## src/rtl/core/gedw_pkg.sv

```systemverilog
`timescale 1ns / 1ps
// gedw_pkg: shared widths, register indexes, reset values, result beat type
// and the min/max pick used by the window reductions. No dependencies.
package gedw_pkg;

    localparam int PIX_W             = 8;
    localparam int X_OUT_W           = 10;
    localparam int Y_W               = 10;
    localparam int H_W               = 11;
    localparam int MAX_REGION_HEIGHT = 1024;
    localparam int KSZ_W             = 5;
    localparam int KSZ_CMP_W         = 6;
    localparam int CFG_IDX_W         = 3;
    localparam int CFG_DATA_W        = 11;

    localparam logic [PIX_W-1:0] PIX_MAX = 8'hFF;
    localparam logic [PIX_W-1:0] PIX_MIN = 8'h00;

    localparam logic [CFG_IDX_W-1:0] CFG_KERNEL_ROWS   = 3'd0;
    localparam logic [CFG_IDX_W-1:0] CFG_KERNEL_COLS   = 3'd1;
    localparam logic [CFG_IDX_W-1:0] CFG_OPERATION     = 3'd2;
    localparam logic [CFG_IDX_W-1:0] CFG_REGION_WIDTH  = 3'd3;
    localparam logic [CFG_IDX_W-1:0] CFG_REGION_HEIGHT = 3'd4;

    localparam logic [KSZ_W-1:0]      RST_KERNEL_ROWS   = 5'd3;
    localparam logic [KSZ_W-1:0]      RST_KERNEL_COLS   = 5'd3;
    localparam logic                  RST_OPERATION     = 1'b0;
    localparam logic [CFG_DATA_W-1:0] RST_REGION_WIDTH  = 11'd640;
    localparam logic [CFG_DATA_W-1:0] RST_REGION_HEIGHT = 11'd480;

    typedef struct packed {
        logic [X_OUT_W-1:0] x;
        logic [Y_W-1:0]     y;
        logic [PIX_W-1:0]   value;
        logic               filtered;
        logic               size_error;
        logic               last_of_item;
        logic               frame_done;
    } result_t;

    function automatic logic [PIX_W-1:0] pick(input logic [PIX_W-1:0] a,
                                              input logic [PIX_W-1:0] b,
                                              input logic dilate);
        logic [PIX_W-1:0] r;
        if (dilate) begin
            r = (b > a) ? b : a;
        end else begin
            r = (b < a) ? b : a;
        end
        return r;
    endfunction

endpackage

```

## src/rtl/core/gedw_out_queue.sv

```systemverilog
`timescale 1ns / 1ps
// gedw_out_queue: two-entry result queue between the window logic and the
// m_ channel; takes up to two beats at once. Depends on gedw_pkg.
module gedw_out_queue (
    input  logic                aclk,
    input  logic                aresetn,
    input  logic                push,
    input  logic [1:0]          push_n,
    input  gedw_pkg::result_t   item_a,
    input  gedw_pkg::result_t   item_b,
    input  logic                pop_ready,
    output gedw_pkg::result_t   head,
    output logic                head_valid,
    output logic [1:0]          free
);

    localparam logic [1:0] DEPTH = 2'd2;

    gedw_pkg::result_t q_reg  [2];
    gedw_pkg::result_t q_next [2];
    logic [1:0]        cnt_reg;
    logic [1:0]        cnt_next;
    logic [1:0]        cnt_mid;
    logic              pop;

    assign pop = (cnt_reg != 2'd0) && pop_ready;

    always_comb begin
        q_next   = q_reg;
        cnt_mid  = cnt_reg;
        if (pop) begin
            q_next[0] = q_reg[1];
            cnt_mid   = cnt_reg - 2'd1;
        end
        cnt_next = cnt_mid;
        if (push && push_n != 2'd0) begin
            cnt_next = cnt_mid + push_n;
            if (cnt_mid == 2'd0) begin
                q_next[0] = item_a;
                q_next[1] = item_b;
            end else begin
                q_next[1] = item_a;
            end
        end
    end

    always_ff @(posedge aclk) begin
        if (!aresetn) begin
            cnt_reg <= 2'd0;
        end else begin
            cnt_reg <= cnt_next;
        end
    end

    always_ff @(posedge aclk) begin
        q_reg <= q_next;
    end

    assign head       = q_reg[0];
    assign head_valid = (cnt_reg != 2'd0);
    assign free       = DEPTH - cnt_reg;

endmodule

```

## config.mk

```make
export PLATFORM = sky130hd
export DESIGN_NAME = gedw_out_queue
export DESIGN_NICKNAME = d
export VERILOG_FILES = /design/src/rtl/core/gedw_pkg.sv /design/src/rtl/core/gedw_out_queue.sv
export SDC_FILE = /design/constraint.sdc
export NUM_CORES = 1
export LEC_CHECK = 0
export ABC_AREA = 1
export BUFFER_PORTS_ARGS = -buffer_cell sky130_fd_sc_hd__buf_2
export CAP_MARGIN = 20
export CORE_UTILIZATION = 50
export CTS_CLUSTER_DIAMETER = 60
export DETAILED_ROUTE_END_ITERATION = 10
export MAX_ROUTING_LAYER = met4
export PLACE_DENSITY = 0.8
export SLEW_MARGIN = 20
export SYNTH_ARGS = -nofsm -noshare
export SYNTH_HDL_FRONTEND = slang
export SYNTH_SLANG_ARGS = --single-unit
export TNS_END_PERCENT = 5
```

## constraint.sdc

```tcl
create_clock -name aclk -period 5.2 [get_ports aclk]
set_clock_uncertainty 0.15 [all_clocks]
set_input_delay 1.04 -clock aclk [delete_from_list [all_inputs] [get_ports aclk]]
set_output_delay 1.04 -clock aclk [all_outputs]
set_load 0.05 [all_outputs]
```

==> impl_metrics.json, run 1 <==
{
  "critPathCaptureType": "flip-flop",
  "first_pass_iters": 8,
  "startpoint_type": "primary input",
  "num_vias": 3019,
  "rrSetupSlack_ns": 1.68,
  "ios": 105,
  "syn_nets": 516,
  "via_per_inst": 5.18,
  "syn_area_um2": 3400,
  "die_x_um": 84.5,
  "place.gp.congestion": 0.821,
  "maxCapViolCount": 0,
  "max_freq_mhz": 274,
  "finalMaxSlewViolations": 0,
  "crit_type": "primary input to flip-flop",
  "preCtsSetupSlack_ns": 1.24,
  "drtIter0Drc": 179,
  "multi_input_area_um2": 1340,
  "crit_required_ns": 5.33,
  "finalWorstSetupSlack_ns": 1.55,
  "postCtsHoldBufs": 0,
  "powerDensity_nw_per_um2": 565,
  "htreeDepth": 3,
  "grt_pass1_vias": 2802,
  "final_common_cell": "nand2_1",
  "violations": "DRC",
  "cts_max_path_buffers": 2,
  "ys_warn_count": 0,
  "fill_cells": 599,
  "slew_headroom_pct": 40.3,
  "routed_wl_um": 7900,
  "timing.final.crit_period_ns": 3.65,
  "yosys.area.top_type": "edfxtp_1",
  "portBuffers": 104,
  "reg2reg_to": "head[10]$_DFF_P_",
  "synth_cell_types": 21,
  "yosysSeqAreaShare_pct": 48.3,
  "ys_seq_elements": 66,
  "setup.worst_path.end": "head[10]$_DFF_P_",
  "tightest_slew_ns": 0.892,
  "r2r_start": "cnt_reg[0]$_SDFF_PN0_",
  "cts_sinks": 66,
  "grt-ovfl-total": 0,
  "post_drt_wl_per_cell_um": 13.5,
  "min_path_type": "flip-flop to flip-flop",
  "period_share_pct": 70.1,
  "clk_pin_slew_ns": 0.07,
  "cts_setup_buffers": 0,
  "synth.area.top_cells": "edfxtp_1 28%, nand2_1 22%, dfxtp_1 20%",
  "setup_viol": 0,
  "regArea_um2": 1640,
  "die_area_um2": 7130,
  "insertion_delay_ns": 0.33,
  "fin_setup_tns_ns": 0,
  "root_buffer": "clkbuf_8",
  "layout.nets": 572,
  "cts_buffers": 9,
  "mostFrequentLayoutCells": "202 x nand2_1, 104 x buf_2, 66 x nand3_1",
  "ant_nets": 0,
  "power_leakage_nw": 1.98,
  "syn_inst": 445,
  "drive_gt1_share_pct": 24.9,
  "area_growth_pct": 12.1,
  "core_um2": 6460,
  "grt_first_pass_wirelength_um": 12900,
  "crit_start": "pop_ready",
  "syn_avg_cell_area_um2": 7.64,
  "hold_viol": 0,
  "cts_tree": "built",
  "grt_max_degree": 65,
  "ctsResizeCount": 0,
  "arrival_ns": 3.78,
  "grt_util_all_layers_pct": 23.8,
  "synth_top_area_share_pct": 28.3,
  "rows": 29,
  "irDropWorstVdd_mv": 0.284,
  "status": "finished with violations",
  "start_util_pct": 52.6,
  "drcViolationCount": 6,
  "antenna_cells": 0,
  "dp_hpwl_um": 5070,
  "grt_setup_unrepaired": "no",
  "antenna_found_initial": 0,
  "reg2reg_depth": 10,
  "worstPathMaxFanout": 35,
  "chipHeight_um": 84.5
}
kinds of logic after synthesis:
family                   Yosys count  share of synthesized area [%]
AO/OA/AOI/OAI                     35                           5.48
adder cells (fa/ha/maj)            1                          0.368
buffers and inverters             68                           12.5
flip-flops                        66                           48.3
AND/OR/NAND/NOR                  275                           33.3
cells in the mapped netlist:
| master | instances |
|---|---|
| buf_4 | 36 |
| buf_1 | 2 |
| clkbuf_1 | 16 |
| nor2_1 | 2 |
| edfxtp_1 | 32 |
| a21oi_1 | 1 |
| nand3_1 | 66 |
| nor2_2 | 1 |
| o21ai_1 | 29 |
| nand2_4 | 1 |
| dfxtp_1 | 34 |
| o21ai_4 | 1 |
| nand2_2 | 2 |
| inv_2 | 1 |
| ha_1 | 1 |
| buf_6 | 4 |
| nand2_1 | 202 |
| nand3b_1 | 1 |
| o21ai_0 | 4 |
| inv_1 | 5 |
| buf_2 | 4 |
stage by stage:
stage | utilization [%] | area [um^2] | power, mW | hold WS, ns | cells
6_report | 59.0 | 3810 | 2.15 | 0.399 | 583
5_1_grt | 59.0 | 3810 | 2.28 | 0.421 | 583
4_1_cts | 59.0 | 3810 | 2.16 | 0.397 | 583
3_5_place_dp | 56.4 | 3640 | 1.78 | 0.380 | 567
3_3_place_gp | 56.4 | 3640 | 1.76 | 0.373 | 567
2_1_floorplan | - | 3400 | 1.72 | 0.359 | 445
worst max-delay path: stages:
cell	delay (ns)
buf_2	0.52
nand2_4	0.39
o21ai_4	0.82
nand2_2	0.11
nor2_2	0.36
buf_4	0.35
nand2_1	0.10
nand2_1	0.07
area by class of cell:
type | count | share of cell area (%)
flip-flops and latches | 66 | 43.1
repair buffers | 107 | 14.3
inverters | 6 | 0.591
multi-input cells | 311 | 35.1
well taps | 77 | 2.53
clock buffers | 16 | 4.47
power by group:
part           internal (mW)  switching [mW]
sequential             0.715          0.0701
combinational          0.232           0.752
clock                  0.201           0.184
per-layer routing:
| layer | track usage, % | vias up | part of all wire [%] |
|---|---|---|---|
| met2 | 36.6 | 131 | 48 |
| met4 | 12.5 | 0 | 3.0 |
| met5 | - | - | 0 |
| met3 | 4.92 | 22 | 7.3 |
| met1 | 29.7 | 1347 | 42 |
| li1 | - | 1519 | - |
how the worst min path moves through the flow:
stage | endpoint | cells after the start | startpoint
finish | head[23]$_DFF_P_ | 4 | head[23]$_DFF_P_
global route | head[23]$_DFF_P_ | 4 | head[23]$_DFF_P_
CTS | head[27]$_DFF_P_ | 4 | head[27]$_DFF_P_
detailed placement | head[27]$_DFF_P_ | 4 | head[27]$_DFF_P_
global placement | head[12]$_DFF_P_ | 4 | head[12]$_DFF_P_
floorplan | head[0]$_DFF_P_ | 4 | head[0]$_DFF_P_
(Power assumes the default switching activity.)
==> run 2: changes to the inputs <==
Settings changed: ABC_AREA 1 to 0, CORE_UTILIZATION 50 to 46, PLACE_DENSITY 0.8 to 0.79.
Clock period 5.2 ns to 3.31 ns, I/O delays scaled along.
==> run 2 against run 1 <==
Synthesized cell count fell by 16%. The run still ends with DRC left. Hold slack got worse by 0.068 ns. Register-to-register slack got worse by 1.0 ns. Sequential power grew 71%. Global-route usage decreased by 2.8 points. Via count down 11%. Critical path depth shrank 1. Flip-flop and latch count is the same. Die area rose by 2.3%. Design area fell by 1.8%. Worst setup slack lost 0.92 ns.
==> impl_metrics.json, run 2 <==
{
  "grt_util_all_layers_pct": 21.0,
  "period_share_pct": 81.0,
  "fin_setup_tns_ns": 0,
  "yosysSeqAreaShare_pct": 51.3,
  "syn_nets": 446,
  "crit_required_ns": 3.34,
  "whs_ns": 0.331,
  "portBuffers": 104,
  "fill_cells": 621,
  "post_drt_wl_per_cell_um": 13.5,
  "hold_start": "head[15]$_DFF_P_",
  "final_common_cell": "nand2_1",
  "holdPathEnd": "head[15]$_DFF_P_",
  "worstPathMaxFanout": 32,
  "ctsResizeCount": 0,
  "slowest_stage": "dfxtp_1",
  "start_util_pct": 47.4,
  "setup_viol": 0,
  "layout.nets": 510,
  "ys_seq_elements": 66,
  "place.gp.congestion": 0.785,
  "routed_wl_um": 7090,
  "path_cells": "inv_1 -> ha_1 -> nor2b_4 -> buf_4 -> o31ai_4 -> nand2_2 -> a31oi_1",
  "mostFrequentLayoutCells": "164 x nand2_1, 104 x buf_2, 34 x dfxtp_1",
  "power_leakage_nw": 1.74,
  "root_buffer": "clkbuf_8",
  "first_pass_iters": 8,
  "antenna_found_initial": 0,
  "powerDensity_nw_per_um2": 1090,
  "regArea_um2": 1640,
  "timing.final.crit_period_ns": 2.68,
  "clk_pin_slew_ns": 0.08,
  "cts_setup_buffers": 0,
  "grt_pass1_vias": 2553,
  "drtIter0Drc": 159,
  "ys_top_cells_by_count": "164 x nand2_1, 35 x buf_4, 34 x dfxtp_1",
  "finalMaxSlewViolations": 0,
  "synthFlopType": "dfxtp_1",
  "postCtsHoldBufs": 0,
  "dp_hpwl_um": 4770,
  "yosys.area.top_type": "edfxtp_1",
  "tightest_slew_ns": 0.699,
  "num_vias": 2690,
  "irDropWorstVdd_mv": 0.447,
  "cts_sinks": 66,
  "rows": 30,
  "die_area_um2": 7300,
  "ant_nets": 0,
  "synth-edff-count": 32,
  "status": "finished with violations",
  "arrival_ns": 2.71,
  "critical-path-top-delay-family": "simple AND/OR/NAND/NOR gates",
  "drcViolationCount": 1,
  "grt_setup_unrepaired": "no",
  "drive_gt1_share_pct": 29.7,
  "synth-async-reset-ratio_pct": 0,
  "synth.area.top_cells": "edfxtp_1 30%, dfxtp_1 21%, nand2_1 19%",
  "cts_max_path_buffers": 2,
  "hold_viol": 0,
  "insertion_delay_ns": 0.34,
  "critPathCaptureType": "flip-flop",
  "die_x_um": 85.4,
  "core_um2": 6760,
  "startpoint_type": "flip-flop",
  "crit_type": "flip-flop to flip-flop",
  "grt_first_pass_wirelength_um": 11500,
  "maxCapViolCount": 0,
  "htreeDepth": 3,
  "syn_area_um2": 3200,
  "cp.depth": 7,
  "synth_cell_types": 27,
  "grt_max_degree": 41,
  "grt-ovfl-total": 0,
  "synth_top_area_share_pct": 30.0,
  "ys_warn_count": 0,
  "cts_buffers": 9,
  "violations": "DRC",
  "synth.most_common_cell": "nand2_1",
  "cts_tree": "built",
  "syn_inst": 375,
  "multi_input_area_um2": 1150,
  "reg2reg_depth": 7,
  "worst-path-buf-inv": 2,
  "area_growth_pct": 16.9,
  "antenna_cells": 0,
  "max_freq_mhz": 373,
  "chipHeight_um": 85.4,
  "via_per_inst": 5.13,
  "max_stage_delay_ns": 0.48,
  "hold_depth": 2,
  "slew_headroom_pct": 53.4,
  "syn_avg_cell_area_um2": 8.53,
  "reg2reg_to": "head[8]$_DFF_P_",
  "rrSetupSlack_ns": 0.63,
  "r2r_start": "cnt_reg[0]$_SDFF_PN0_",
  "ios": 105,
  "min_path_type": "flip-flop to flip-flop"
}
-- run 2: cell types whose count changed in the layout (fill, tap and decap cells not counted), sizes merged, moves of 7 or more --
cell / previous run / this run
nand2: 205 / 165
nor3: 0 / 32
nand3: 66 / 1
clkbuf: 16 / 9
a31oi: 0 / 32
o21ai: 34 / 2
-- run 2: worst max path at each step --
| stage | startpoint | end |
|---|---|---|
| 2_1_floorplan | push_n[0] | head[0]$_DFF_P_ |
| 3_3_place_gp | cnt_reg[0]$_SDFF_PN0_ | head[26]$_DFF_P_ |
| 3_5_place_dp | cnt_reg[0]$_SDFF_PN0_ | head[8]$_DFF_P_ |
| 4_1_cts | cnt_reg[0]$_SDFF_PN0_ | head[24]$_DFF_P_ |
| 5_1_grt | cnt_reg[0]$_SDFF_PN0_ | head[24]$_DFF_P_ |
| 6_report | cnt_reg[0]$_SDFF_PN0_ | head[8]$_DFF_P_ |
-- run 2: where the power goes --
| group | switching, mW | total (mW) | internal [mW] |
|---|---|---|---|
| Combinational | 1.41 | 1.90 | 0.485 |
| Sequential | 0.144 | 1.34 | 1.20 |
| Clock | 0.327 | 0.834 | 0.507 |
-- run 2: kinds of logic (layout without fill, tap and decap cells) --
kind of cell / Yosys count / count (layout) / synth area share (%)
xor+xnor: 1 / 1 / 0.274
fa+ha+maj: 1 / 1 / 0.391
compound gates: 39 / 39 / 8.13
simple gates: 204 / 204 / 26.2
mux: 2 / 2 / 0.626
flops: 66 / 66 / 51.3
buf+inv: 62 / 131 / 13.1
-- run 2: cell type report --
cell class	count	share of cell area [%]
Clock inverter	7	3.34
Clock buffer	9	3.31
Sequential cell	66	43.9
Tap cell	80	2.68
Inverter	5	0.502
Timing Repair Buffer	110	15.5
Multi-Input combinational cell	247	30.8
-- run 2: worst reg2reg max path, cell delays in order (launching register included) --
cell	delay [ns]
dfxtp_1	0.48
inv_1	0.12
ha_1	0.29
nor2b_4	0.38
buf_4	0.34
o31ai_4	0.09
nand2_2	0.48
a31oi_1	0.20
-- run 2: per-layer routing --
metal / GRT usage [%] / vias up / share of wire, %
li1: - / 1351 / -
met1: 25.8 / 1234 / 44
met2: 33.5 / 95 / 50
met3: 3.89 / 10 / 5.0
met4: 9.85 / 0 / 1.4
met5: - / - / 0
-- run 2: through the flow --
step	total power, mW	cells	instance area (um^2)	util [%]	worst slack [ns]
global route	4.30	524	3740	55.4	0.469
detailed placement	3.26	508	3490	51.7	0.676
finish	4.08	524	3740	55.4	0.630
floorplan	3.14	375	3200	-	1.11
CTS	4.10	524	3740	55.4	0.652
global placement	3.21	508	3490	51.7	0.821
