===== src/rtl/core/gedw_pkg.sv =====
`timescale 1ns / 1ps
// gedw_pkg: shared widths, register indexes, reset values, result beat type
// and the min/max pick used by the window reductions. No dependencies.
package gedw_pkg;

    localparam int PIX_W             = 8;
    localparam int X_OUT_W           = 10;
    localparam int Y_W               = 10;
    localparam int H_W               = 11;
    localparam int MAX_REGION_HEIGHT = 1024;
    localparam int KSZ_W             = 5;
    localparam int KSZ_CMP_W         = 6;
    localparam int CFG_IDX_W         = 3;
    localparam int CFG_DATA_W        = 11;

    localparam logic [PIX_W-1:0] PIX_MAX = 8'hFF;
    localparam logic [PIX_W-1:0] PIX_MIN = 8'h00;

    localparam logic [CFG_IDX_W-1:0] CFG_KERNEL_ROWS   = 3'd0;
    localparam logic [CFG_IDX_W-1:0] CFG_KERNEL_COLS   = 3'd1;
    localparam logic [CFG_IDX_W-1:0] CFG_OPERATION     = 3'd2;
    localparam logic [CFG_IDX_W-1:0] CFG_REGION_WIDTH  = 3'd3;
    localparam logic [CFG_IDX_W-1:0] CFG_REGION_HEIGHT = 3'd4;

    localparam logic [KSZ_W-1:0]      RST_KERNEL_ROWS   = 5'd3;
    localparam logic [KSZ_W-1:0]      RST_KERNEL_COLS   = 5'd3;
    localparam logic                  RST_OPERATION     = 1'b0;
    localparam logic [CFG_DATA_W-1:0] RST_REGION_WIDTH  = 11'd640;
    localparam logic [CFG_DATA_W-1:0] RST_REGION_HEIGHT = 11'd480;

    typedef struct packed {
        logic [X_OUT_W-1:0] x;
        logic [Y_W-1:0]     y;
        logic [PIX_W-1:0]   value;
        logic               filtered;
        logic               size_error;
        logic               last_of_item;
        logic               frame_done;
    } result_t;

    function automatic logic [PIX_W-1:0] pick(input logic [PIX_W-1:0] a,
                                              input logic [PIX_W-1:0] b,
                                              input logic dilate);
        logic [PIX_W-1:0] r;
        if (dilate) begin
            r = (b > a) ? b : a;
        end else begin
            r = (b < a) ? b : a;
        end
        return r;
    endfunction

endpackage


===== src/rtl/core/gedw_reduce.sv =====
`timescale 1ns / 1ps
// gedw_reduce: masked min/max over a row of lanes, groups of four reduced
// into registers, then the group values chained. Depends on gedw_pkg.
module gedw_reduce #(
    parameter int LANES = 16
) (
    input  logic                                  aclk,
    input  logic                                  load,
    input  logic                                  dilate,
    input  logic [LANES-1:0][gedw_pkg::PIX_W-1:0] lanes,
    input  logic [LANES-1:0]                      lane_ok,
    output logic [gedw_pkg::PIX_W-1:0]            result
);

    localparam int GROUPS = (LANES + 3) / 4;

    logic [gedw_pkg::PIX_W-1:0] grp_reg  [GROUPS];
    logic [gedw_pkg::PIX_W-1:0] grp_next [GROUPS];
    logic [gedw_pkg::PIX_W-1:0] neutral;

    assign neutral = dilate ? gedw_pkg::PIX_MIN : gedw_pkg::PIX_MAX;

    always_comb begin
        for (int g = 0; g < GROUPS; g++) begin
            grp_next[g] = neutral;
            for (int i = 0; i < 4; i++) begin
                if (4 * g + i < LANES) begin
                    if (lane_ok[4 * g + i]) begin
                        grp_next[g] = gedw_pkg::pick(grp_next[g], lanes[4 * g + i], dilate);
                    end
                end
            end
        end
    end

    always_ff @(posedge aclk) begin
        if (load) begin
            grp_reg <= grp_next;
        end
    end

    always_comb begin
        result = neutral;
        for (int g = 0; g < GROUPS; g++) begin
            result = gedw_pkg::pick(result, grp_reg[g], dilate);
        end
    end

endmodule


===== config.mk =====
export PLATFORM = sky130hd
export DESIGN_NAME = gedw_reduce
export DESIGN_NICKNAME = d
export VERILOG_FILES = /design/src/rtl/core/gedw_pkg.sv /design/src/rtl/core/gedw_reduce.sv
export SDC_FILE = /design/constraint.sdc
export NUM_CORES = 1
export LEC_CHECK = 0
export BUFFER_PORTS_ARGS = -buffer_cell sky130_fd_sc_hd__buf_4
export CORE_MARGIN = 2
export CORE_UTILIZATION = 43
export CTS_CLUSTER_SIZE = 30
export DETAILED_ROUTE_END_ITERATION = 8
export GPL_TIMING_DRIVEN = 0
export PLACE_DENSITY = 0.67
export SYNTH_ARGS = -nofsm -noshare
export SYNTH_HDL_FRONTEND = slang
export SYNTH_SLANG_ARGS = --single-unit
export TNS_END_PERCENT = 10

===== constraint.sdc =====
create_clock -name aclk -period 24.1 [get_ports aclk]
set_input_delay 7.23 -clock aclk [delete_from_list [all_inputs] [get_ports aclk]]
set_output_delay 7.23 -clock aclk [all_outputs]
set_load 0.02 [all_outputs]

==> results of run 1 <==
[cells by family after synthesis]
family,share of synthesized area (%)
fa+ha+maj,27.7
compound gates,28.1
mux,9.02
simple gates,15.3
buf+inv,6.51
flops,13.3
[power breakdown]
group	internal (W)	switching, W	leakage (nW)
clock	0.0000368	0.0000213	0.0648
sequential	0.0000779	0.00000902	0.312
combinational	0.000195	0.000254	3.87
[routing by layer]
metal / share of wire (%) / GRT usage [%] / vias up
li1: - / - / 3707
met1: 47 / 31.4 / 3326
met2: 47 / 38.2 / 170
met3: 5.5 / 2.55 / 11
met4: 0.55 / 2.25 / 0
met5: 0 / 0 / -
[critical path, delay by kind of cell]
family / cells / cell delay [ns]
AND/OR/NAND/NOR: 9 / 1.86
AO/OA/AOI/OAI: 14 / 2.78
buffers and inverters: 12 / 3.14
adder cells (fa/ha/maj): 4 / 1.15
[placed cells by master, fill, tap and decap left out, types with 23 or more instances in the layout]
master                     Yosys  final
sky130_fd_sc_hd__ha_1        160    160
sky130_fd_sc_hd__buf_4         0    153
sky130_fd_sc_hd__inv_1       101    101
sky130_fd_sc_hd__a21oi_1      69     69
sky130_fd_sc_hd__nand2_1      51     51
sky130_fd_sc_hd__o21ai_0      41     41
sky130_fd_sc_hd__nand4_1      39     39
sky130_fd_sc_hd__mux2i_1      38     38
sky130_fd_sc_hd__nor2_1       36     36
sky130_fd_sc_hd__o211ai_1     32     32
sky130_fd_sc_hd__edfxtp_1     32     32
sky130_fd_sc_hd__a31oi_1      26     26
sky130_fd_sc_hd__nand3_1      23     23
[stage by stage]
| stage | std cells | hold slack [ns] | util (%) |
|---|---|---|---|
| after detailed placement | 1254 | 7.54 | 52.3 |
| after global routing | 1262 | 7.28 | 53.1 |
| final | 1262 | 7.25 | 53.1 |
| after global placement | 1254 | 7.52 | 52.3 |
| after floorplan | 882 | 7.34 | - |
| after CTS | 1261 | 7.26 | 53.1 |
[worst paths after layout]
| check | startpoint | to | cells after the start |
|---|---|---|---|
| max | dilate | result[0] | 39 |
| min | lanes[125] | grp_reg[5]$_DFFE_PP_ | 3 |
[Yosys cell counts, types with 4 or more instances]
| cell | n | area share, % |
|---|---|---|
| sky130_fd_sc_hd__nor2_1 | 36 | 1.9 |
| sky130_fd_sc_hd__nand3_1 | 23 | 1.6 |
| sky130_fd_sc_hd__o22ai_1 | 8 | 0.69 |
| sky130_fd_sc_hd__a21oi_1 | 69 | 4.8 |
| sky130_fd_sc_hd__nand4_1 | 39 | 3.4 |
| sky130_fd_sc_hd__o31ai_1 | 12 | 1.2 |
| sky130_fd_sc_hd__nor2b_1 | 19 | 1.6 |
| sky130_fd_sc_hd__a21o_1 | 21 | 2.2 |
| sky130_fd_sc_hd__and3_1 | 10 | 0.87 |
| sky130_fd_sc_hd__clkbuf_1 | 12 | 0.62 |
| sky130_fd_sc_hd__o21ai_0 | 41 | 2.8 |
| sky130_fd_sc_hd__inv_1 | 101 | 5.2 |
| sky130_fd_sc_hd__ha_1 | 160 | 28 |
| sky130_fd_sc_hd__o21bai_1 | 4 | 0.42 |
| sky130_fd_sc_hd__nor3_1 | 11 | 0.76 |
| sky130_fd_sc_hd__a21boi_0 | 11 | 1.1 |
| sky130_fd_sc_hd__mux2i_1 | 38 | 5.3 |
| sky130_fd_sc_hd__o21a_1 | 8 | 0.83 |
| sky130_fd_sc_hd__a311oi_1 | 5 | 0.61 |
| sky130_fd_sc_hd__mux2_4 | 5 | 1.0 |
| sky130_fd_sc_hd__a31oi_1 | 26 | 2.3 |
| sky130_fd_sc_hd__a211oi_1 | 13 | 1.4 |
| sky130_fd_sc_hd__o211ai_1 | 32 | 3.3 |
| sky130_fd_sc_hd__nand2_1 | 51 | 2.7 |
| sky130_fd_sc_hd__a21bo_2 | 7 | 0.97 |
| sky130_fd_sc_hd__edfxtp_1 | 32 | 13 |
| sky130_fd_sc_hd__buf_2 | 7 | 0.48 |
| sky130_fd_sc_hd__and4_1 | 4 | 0.48 |
| sky130_fd_sc_hd__mux2_2 | 15 | 2.3 |
[area by class of cell]
| class | count | area share [%] |
|---|---|---|
| multi-input cells | 727 | 66.0 |
| plain buffers | 22 | 1.05 |
| well taps | 220 | 3.13 |
| clock inverters | 2 | 0.0855 |
| flip-flops and latches | 32 | 10.9 |
| clock buffers | 5 | 1.42 |
| repair buffers | 153 | 13.1 |
| inverters | 101 | 4.32 |
[repair_timing]
action | in CTS | in global routing
hold endpoints to repair | 0 | 0
setup buffers | 0 | 1
endpoints found under the setup margin | 0 | 8
hold buffers | 0 | 0
gates resized for setup | 0 | 2
==> results by stage, run 1 <==
STA:
- The final count of pins violating max slew is 0.
- The least setup slack across all paths after layout is 0.676 ns.
- The share of the clock period used by the worst path is 97.2%.
- The setup-violating endpoint count in the final report is 0.
- For the pin with the worst max-slew slack, the measured transition is 0.886 ns.
- The worst pin sits at a relative slew slack of 40.5%.
- Adding up every negative setup slack in the final design gives 0 ns.
- Based on the critical path, the design can be clocked at up to 42.7 MHz.
- Setup repair after global routing left no endpoint under its margin.
- The final-report hold violation count is 0.
- The time the worst path needs with I/O delays and setup is 23.42 ns.

Floorplanning:
- The die is 134 um wide.
- The chip height is 134 um.
- The die covers 17,900 um2.
- The starting density of the core is 43.7%.
- The number of standard-cell rows in the floorplan is 47.
- After floorplanning, the core was sized to cover 16,500 um2.
- 155 I/O pins were placed.

Clock tree:
- Clock tree synthesis inserted a total of 5 buffers.
- The post-CTS clock slew at the launch and capture registers of the worst setup and hold paths is 0.05 ns.
- In this run the number of H-tree levels came out at 2.
- TritonCTS built the clock tree.
- The worst-case clock buffer depth is 2.
- CTS placed an instance of sky130_fd_sc_hd__clkbuf_16 at the clock tree root.
- The number of clock sinks is 32.

Logic synthesis:
- The Yosys step of the flow raised 0 warnings.
- A synthesized cell averages 8.19 um2.
- The predominant post-synthesis flop cell is sky130_fd_sc_hd__edfxtp_1.
- Of all flip-flops after synthesis, the portion carrying an async set or reset was 0%.
- In the synthesized netlist, the number of instances is 882.
- The area of the mapped netlist is 7220 um2.
- The number of synthesized flops with an enable pin is 32.
- The number of nets in the synthesized netlist is 1,189.
- The sequential cell area fraction in the yosys report is 13.3%.
- Yosys mapped the design onto 66 distinct sky130hd cell types.
- After synthesis the netlist holds a flip-flop and latch count of 32.

GRT:
- Entering global routing, the biggest net connects 39 pins.
- After global routing the overflow that remains totals 0.
- The initial antenna violation count is 0.
- The first-pass GRT wire length is 32,700 um.
- The number of global-route vias before repair is 6,795.
- Global routing used 22.4% of the available tracks.

Pwr:
- For this design the ratio of total power to cell area is 67.6 nW/um2.
- In this run the static leakage power is 4.25 nW.
- The final total power is 0.000594 W.
- The largest vdd supply drop is 0.0000994 V.

Critical path:
- The critical path start-end classification is input pin to output pin.
- The cell with the most instances on the worst path is sky130_fd_sc_hd__ha_1.
- STA classifies the critical path endpoint as an output pin.
- The standard cell with the maximum stage delay on the critical path is sky130_fd_sc_hd__o221ai_1.
- STA puts the critical path data arrival time at 16.19 ns.
- Data on the critical path is required at its endpoint by 16.87 ns.
- For this run, the slowest stage of the critical path takes 0.53 ns.
- The maximum net fanout on the critical path is 38.
- The worst setup path is launched from an input pin.

Run status:
- The run finished with clean final reports.

Layout:
- The filler cell count is 1,634.
- The number of diodes is 0.
- The combined area of the multi-input logic cells is 5790 um2.
- In the final layout, flip-flops and latches occupy 961 um2.
- The post-route netlist has 20.7% of its cells at a drive strength greater than 1.
- The layout net count is 1,349.
- The flip-flop count of the largest register, all copies and words added is 32.
- The post-route cell area is 8780 um2.
- The area growth from synthesis to final layout is 21.6%.

Placement:
- The post-detailed-placement half-perimeter wirelength is 17,000 um.
- Once placement finished, the instance area stood at 8640 um2.
- In this run the tool buffered the top-level ports with 152 buffer cells.
- The routability congestion estimate from global placement is 0.890.
- The worst-case setup slack after placement is 0.209 ns.

Drt:
- The detail route stage leaves a number of antenna-violating nets equal to 0.
- The first routing iteration left 411 violations.
- The iteration count of the initial detailed-routing pass is 6.
- The wire length per cell after detailed routing is 16.2 um.
- The total vias in the final route is 7,214.
- The final layout contains routed wiring with a total length of 20,400 um.
- Dividing the detail-routed via count by the number of cells gives 5.72.
- For this run, design rule violations remaining after detail routing come to 0.

Min path:
- The type of the most critical hold path is input pin to flip-flop.

Run:
- Across the run, the number of max-cap violations was 0.
(Power assumes the default switching activity.)
==> run 2, diff against run 1 <==
Settings changed: ABC_AREA set to 1.
==> run 2 against run 1 <==
Against the previous run:
- flip-flop and latch count is the same
- largest cell class unchanged
- sequential share of layout area is 0.52 points lower
- utilization hardly changed
==> results by stage, run 2 <==
Run status:
- The run finished with clean final reports.

GRT:
- The maximum number of pins on one net before global-route repair is 37.
- The first global-routing pass estimated 34,100 um of wire.
- The number of global-route vias before repair is 7,287.
- The initial antenna violation count came to 0.
- The total global routing track utilization is 22.3%.
- Global routing finished with a remaining overflow of 0.

Critical path:
- At the worst endpoint, the arrival time is 15.69 ns.
- Among all stages on the critical path, the largest delay is contributed by sky130_fd_sc_hd__clkbuf_1.
- By startpoint and endpoint, the worst setup path is classified as input pin to output pin.
- The top cell family by delay on the critical path is buffers and inverters.
- The number of buffers and inverters on the critical path is 13.
- The cell that appears most often on the critical path is sky130_fd_sc_hd__nand2_1.
- The worst setup path is captured at an output pin.
- The maximum single-stage delay on the critical path is 0.77 ns.
- STA classifies the critical path startpoint as an input pin.
- STA puts the critical path data required time at 16.87 ns.
- Along the worst path, the maximum fanout reaches 36.

STA:
- Setup repair after global routing left no endpoint under its margin.
- Dividing the final minimum period by the clock period gives 95.1%.
- The maximum operating frequency is 43.6 MHz.
- The final-report hold violation count is 0.
- The setup-violating endpoint count in the final report is 0.
- The worst slew margin relative to its limit is 36.5%.
- For the pin with the worst max-slew slack, the measured transition is 0.953 ns.
- The time the worst path needs with I/O delays and setup is 22.92 ns.
- The final count of pins violating max slew came to 0.
- The setup total negative slack is 0 ns.

Layout:
- The layout net count is 1,634.
- The repair_antennas step left the layout with diodes totalling 0.
- The register with the most flip-flops in the layout has 32 of them.
- The library cell used most frequently in the layout, excluding fill and tap cells, is sky130_fd_sc_hd__nand2_1.
- The library cells used most frequently in the layout, excluding fill and tap cells, are sky130_fd_sc_hd__nand2_1 (329), sky130_fd_sc_hd__ha_1 (160), sky130_fd_sc_hd__buf_4 (157).
- The multi-input combinational cells in the finished layout cover a total of 5970 um2.
- After the flow finishes, the layout carries non-filler instances totaling 1,553.
- Fill cells in the final layout number 1,790.
- From synthesis to final layout, the design area changed by 20.5%.
- In the final layout, the share of cells above drive strength 1 is 19.9%.
- The core occupancy in the finished layout is 53.1%.
- The sequential cell area is 961 um2.

Min path:
- The type of the most critical hold path is input pin to flip-flop.

Pwr:
- The final total power is 0.000581 W.
- The analysis attributes to cell leakage a power of 5.00 nW.
- The power per cell area is 63.0 nW/um2.
- The largest vdd supply drop is 0.0000672 V.

Clock tree:
- The number of setup buffers added after CTS is 0.
- The H-tree was split into 2 levels.
- The clock buffer count from CTS is 5.
- The clock passes through at most 2 buffers.
- The number of cells upsized or downsized after cts is 0.
- The number of buffers inserted for hold repair after clock tree synthesis is 0.
- The clock net in this run drives a total of 32 sinks.
- Clock-pin slew was measured on the worst setup and hold paths at 0.05 ns.
- The TritonCTS clock tree is built.
- The cell sitting at the root of the clock tree is a sky130_fd_sc_hd__clkbuf_16.

Drt:
- The average vias per placed instance is 5.16.
- The DRC marker count from the first detailed-route iteration is 328.
- The first detailed-routing pass took 5 iterations.
- The total routed wirelength is 21,000 um.
- The final route contains 8,013 vias.
- After detailed routing, the average wire length per cell comes to 13.5 um.
- In this run the remaining antenna-violating nets after routing total 0.
- After detailed routing, the number of remaining DRC violations is 0.

Logic synthesis:
- Summed over its instances, the top area cell type makes up 26.1% of the synthesized netlist area.
- The synthesized design spends more area on one cell type than any other, namely sky130_fd_sc_hd__ha_1.
- Sequential elements use 12.6% of the synthesized area.
- By area the synthesized netlist is led by sky130_fd_sc_hd__ha_1 (26%), sky130_fd_sc_hd__nand2_1 (16%), sky130_fd_sc_hd__edfxtp_1 (13%).
- By count the netlist is led by sky130_fd_sc_hd__nand2_1 (329), sky130_fd_sc_hd__ha_1 (160), sky130_fd_sc_hd__inv_1 (139).
- The warning count from the yosys run is 0.
- The mean area per synthesized cell is 6.56 um2.
- The predominant post-synthesis flop cell is sky130_fd_sc_hd__edfxtp_1.
- The register bit total from synthesis is 32.
- Synthesis produced a netlist with a net count of 1,474.
- The number of synthesized flops with an enable pin is 32.
- Of the total synthesized cell area, the portion taken by XOR and XNOR cells is 0%.
- The synthesized netlist devotes 26.1% of its cell area to adder and majority cells.
- The post-synthesis instance total is 1,167.
- The multiplexer share of the synthesized area is 0.147%.
- The async set or reset register ratio after synthesis is 0%.
- Of the total synthesized cell area, the portion taken by AND, OR, NAND and NOR gates is 30.0%.
- The area fraction in compound gates after synthesis is 21.7%.
- In this run the cell area of the synthesized design comes to 7660 um2.
- sky130_fd_sc_hd__nand2_1 is the most common cell in the netlist.
- By area, the combinational part of the netlist is dominated by simple AND/OR/NAND/NOR gates.
- The number of distinct library cells after synthesis is 45.

Floorplanning:
- The floorplan step set the die height to 137 um.
- The die boundary width is 137 um.
- Row generation in the floorplan step produced 48 rows.
- The die area is 18,900 um2.
- The starting density of the core is 44.1%.
- In this run the count of I/O pins placed on the die edge is 155.
- In this run the standard cell core region covers 17,400 um2.

Placement:
- Including well taps, the total number of placed cells is 1,545.
- Once detailed placement completed, the half-perimeter wirelength came to 18,200 um.
- In this run the tool buffered the top-level ports with 153 buffer cells.
- The routability congestion estimate from global placement is 0.869.

Run:
- The tool flagged a number of max-cap violations equal to 0.
-- run 2: cell count changes in the layout (fill, tap and decap cells not counted), moves of 17 or more --
cell	before	now
sky130_fd_sc_hd__or2_2	0	22
sky130_fd_sc_hd__nand3_1	23	58
sky130_fd_sc_hd__a31oi_1	26	0
sky130_fd_sc_hd__o21ai_2	2	28
sky130_fd_sc_hd__a21oi_1	69	103
sky130_fd_sc_hd__nor2b_1	19	0
sky130_fd_sc_hd__o211ai_1	32	8
sky130_fd_sc_hd__nor2_1	36	63
sky130_fd_sc_hd__inv_1	101	139
sky130_fd_sc_hd__o21ai_0	41	74
sky130_fd_sc_hd__nand2_1	51	329
sky130_fd_sc_hd__o21ai_1	0	25
sky130_fd_sc_hd__mux2i_1	38	0
sky130_fd_sc_hd__nand4_1	39	22
-- run 2: metal layers --
| metal | global-route usage (%) | up-vias | share of wire [%] |
|---|---|---|---|
| met3 | 3.68 | 17 | 5.0 |
| li1 | - | 4296 | - |
| met5 | 0 | - | 0 |
| met2 | 38.0 | 159 | 47 |
| met4 | 3.95 | 0 | 1.2 |
| met1 | 29.8 | 3541 | 47 |
-- run 2: logic make-up (layout without fill, tap and decap cells) --
group	count (synthesis)	count (layout)
fa+ha+maj	160	160
simple gates	531	531
compound gates	274	274
mux	1	1
buf+inv	169	330
flops	32	32
-- run 2: through the flow --
step                setup slack (ns)  hold slack, ns  cell area, um2
CTS                             1.14            7.26            9220
floorplan                       3.69            7.34            7660
global route                   0.203            7.28            9220
global placement                1.17            7.54            9090
finish                          1.18            7.25            9220
detailed placement              1.15            7.53            9090
-- run 2: power by group --
group / internal [W] / switching, W
Clock: 0.0000379 / 0.0000207
Sequential: 0.0000764 / 0.00000765
Combinational: 0.000178 / 0.000260
Total: 0.000292 / 0.000289
-- run 2: layout make-up --
class | count | area share, %
plain buffers | 28 | 2.10
clock buffers | 7 | 1.44
clock inverters | 1 | 0.0407
inverters | 141 | 5.74
multi-input cells | 966 | 64.8
flip-flops and latches | 32 | 10.4
well taps | 225 | 3.05
repair buffers | 153 | 12.5
-- run 2: worst paths after layout --
check                       start                     to  slack, ns  cells past startpoint
worst max-delay path       dilate              result[7]       1.18                     46
worst min-delay path  lane_ok[11]  grp_reg[12]$_DFFE_PP_       7.25                      3
==> run 3, diff against run 2 <==
Settings changed: CORE_UTILIZATION 43 to 59, CTS_BUF_LIST set to sky130_fd_sc_hd__clkbuf_4, PLACE_DENSITY 0.67 to 0.87.
==> run 3 against run 2 <==
Against the previous run:
- clock power decreased by 29%
- cell count decreased by 3.3%
- count of clock-buffer cells in the layout decreased by 2
- combinational power increased by 1%
- final area decreased by 1.3%
- utilization increased by 19 points
- total power decreased by 1.9%
- global-route usage increased by 7.4 points
- wire length decreased by 0.83%
- first-iteration DRC count increased by 54%
- critical path type unchanged
- critical endpoint is now result[0]
==> results by stage, run 3 (synthesis results as in run 2) <==
Run status:
- The flow ran to the end, and the final reports show no timing, DRC or antenna violations.

STA:
- For the pin with the worst max-slew slack, the measured transition is 0.970 ns.
- The setup-violating endpoint count in the final report is 0.
- Timing would allow up to 43.7 MHz.
- Summed over all failing endpoints, the final setup total negative slack is 0 ns.
- The final count of pins violating max slew is 0.
- Setup repair after global routing left no endpoint under its margin.
- After layout, the worst path uses 94.9% of the clock period.
- The routed design could run at a clock period as short as 22.88 ns.
- The final-report hold violation count is 0.
- Headroom to the max-slew limit came out at 35.3%.

Critical path:
- For the worst setup path, the data arrival time is 15.65 ns.
- The maximum net fanout on the critical path is 36.
- The critical path endpoint category is an output pin.
- The critical path contains buffers and inverters numbering 13 combined.
- By instance count, the cell type seen most on the critical path is sky130_fd_sc_hd__nand2_1.
- The critical path start-end classification is input pin to output pin.
- The standard cell with the maximum stage delay on the critical path is sky130_fd_sc_hd__clkbuf_1.
- Broken down by cell family, the worst path's largest delay share belongs to buffers and inverters.
- The required time at the worst-slack endpoint is 16.87 ns.
- The maximum single-stage delay on the critical path is 0.78 ns.
- The launching element type of the critical path is an input pin.

Clock tree:
- Buffers added to address setup during post-CTS repair amount to 0.
- Once the clock tree was built, the resizer swapped 0 gates to a different size.
- The number of clock sinks is 32.
- TritonCTS built the clock tree.
- The clock buffer count from CTS is 5.
- The number of hold buffers added after CTS was 0.
- The number of H-tree levels is 2.
- The worst-case clock buffer depth is 2.
- The post-CTS clock slew at the launch and capture registers of the worst setup and hold paths is 0.11 ns.
- The cell at the root of the clock tree is sky130_fd_sc_hd__clkbuf_4.

Drt:
- The DRC marker count from the first detailed-route iteration is 506.
- After detailed routing, the number of vias per cell comes to 5.56.
- The total vias in the final route is 8,348.
- The number of routed nets with antenna violations is 0.
- Summed over all layers, the routed wires come to 20,900 um.
- The remaining design rule violation count is 0.
- The iteration count of the initial detailed-routing pass is 5.
- In the final routed layout, each cell accounts on average for 13.9 um.

Floorplanning:
- The area of the core region is 12,600 um2.
- The number of standard-cell rows in the floorplan is 41.
- From bottom edge to top edge, the die measures 118 um.
- The I/O pin count is 155.
- The die area is 13,900 um2.
- In this run the horizontal extent of the chip is 118 um.
- For this configuration, the core starts out at a cell density of 60.7%.

Pwr:
- The clock group share of total power is 7.3%.
- Registers are responsible for 14.7% of the overall power.
- The power per cell area is 62.6 nW/um2.
- Summed over all nets, the switching power comes to 0.000293 W.
- The combinational share of power is 78.0%.
- The leakage power figure is 4.97 nW.
- Internal power comes to 0.000276 W.
- In this run switching power makes up 51.5% of total power.
- The largest vdd supply drop is 0.0000349 V.
- The final total power is 0.000569 W.

Layout:
- The layout net count is 1,634.
- After the flow finishes, the layout carries non-filler instances totaling 1,501.
- The flip-flop count of the largest register, all copies and words added is 32.
- Relative to the synthesized area, the layout overhead comes to 18.9%.
- The proportion of layout cells with a drive suffix above 1 is 20.1%.
- In the layout the commonest cells are sky130_fd_sc_hd__nand2_1 (329), sky130_fd_sc_hd__ha_1 (160), sky130_fd_sc_hd__buf_4 (157).
- The most frequent standard cell in the layout excluding fill and tap cells is sky130_fd_sc_hd__nand2_1.

GRT:
- For this run the aggregate overflow at the end of global routing stands at 0.
- The number of global-route vias before repair is 7,800.
- The maximum number of pins on one net before global-route repair is 37.
- The first-pass GRT wire length is 34,900 um.
- The total global routing track utilization is 29.7%.
- The initial antenna violation count came to 1.

Placement:
- Once placement completed, the tool counted placed cells totaling 1,492.
- The congestion estimate from routability-driven global placement came to 0.920.
- Input and output buffers added on the ports amount to 153.
- The post-detailed-placement half-perimeter wirelength is 17,600 um.

Run:
- The tool flagged a number of max-cap violations equal to 0.

Min path:
- The worst hold path belongs to the class input pin to flip-flop.
## run 3: power by group through the flow
stage / logic [W] / registers, W / clock network, W
after global placement: 0.000421 / 0.0000845 / 0
after CTS: 0.000440 / 0.0000834 / 0.0000417
final: 0.000444 / 0.0000836 / 0.0000416
after floorplan: 0.000320 / 0.0000810 / 0
after detailed placement: 0.000437 / 0.0000847 / 0
after global routing: 0.000508 / 0.0000846 / 0.0000440
## run 3: final cells by class
| cell class | count | area, um2 |
|---|---|---|
| sequential | 32 | 961 |
| multi-input combinational | 966 | 5970 |
| clock buffer | 5 | 37.5 |
| timing repair buffer | 153 | 1150 |
| antenna | 1 | 2.50 |
| buffer | 28 | 194 |
| inverter | 141 | 529 |
| fill | 1109 | 3520 |
| clock inverter | 3 | 42.5 |
| tap | 172 | 215 |
## run 3: final timing paths
path / slack [ns] / cells past startpoint / to / start
setup / recovery: 1.22 / 48 / result[0] / dilate
hold / removal: 7.18 / 3 / grp_reg[23]$_DFFE_PP_ / lanes[63]
## run 3: metrics by stage
| step | util [%] | hold WS [ns] | instance area (um2) | setup slack [ns] |
|---|---|---|---|---|
| final | 72.1 | 7.18 | 9100 | 1.22 |
| after global routing | 72.1 | 7.19 | 9100 | 0.380 |
| after CTS | 72.1 | 7.18 | 9100 | 1.29 |
| after detailed placement | 71.5 | 7.53 | 9020 | 1.36 |
| after global placement | 71.5 | 7.53 | 9020 | 1.42 |
| after floorplan | - | 7.34 | 7660 | 3.69 |
## run 3: layer usage
layer	vias up	wire length [um]	GRT usage, %
met1	3731	8910	36.4
met4	0	533	9.41
met3	41	1490	4.80
met2	280	9930	52.9
met5	-	0	0
li1	4296	-	-
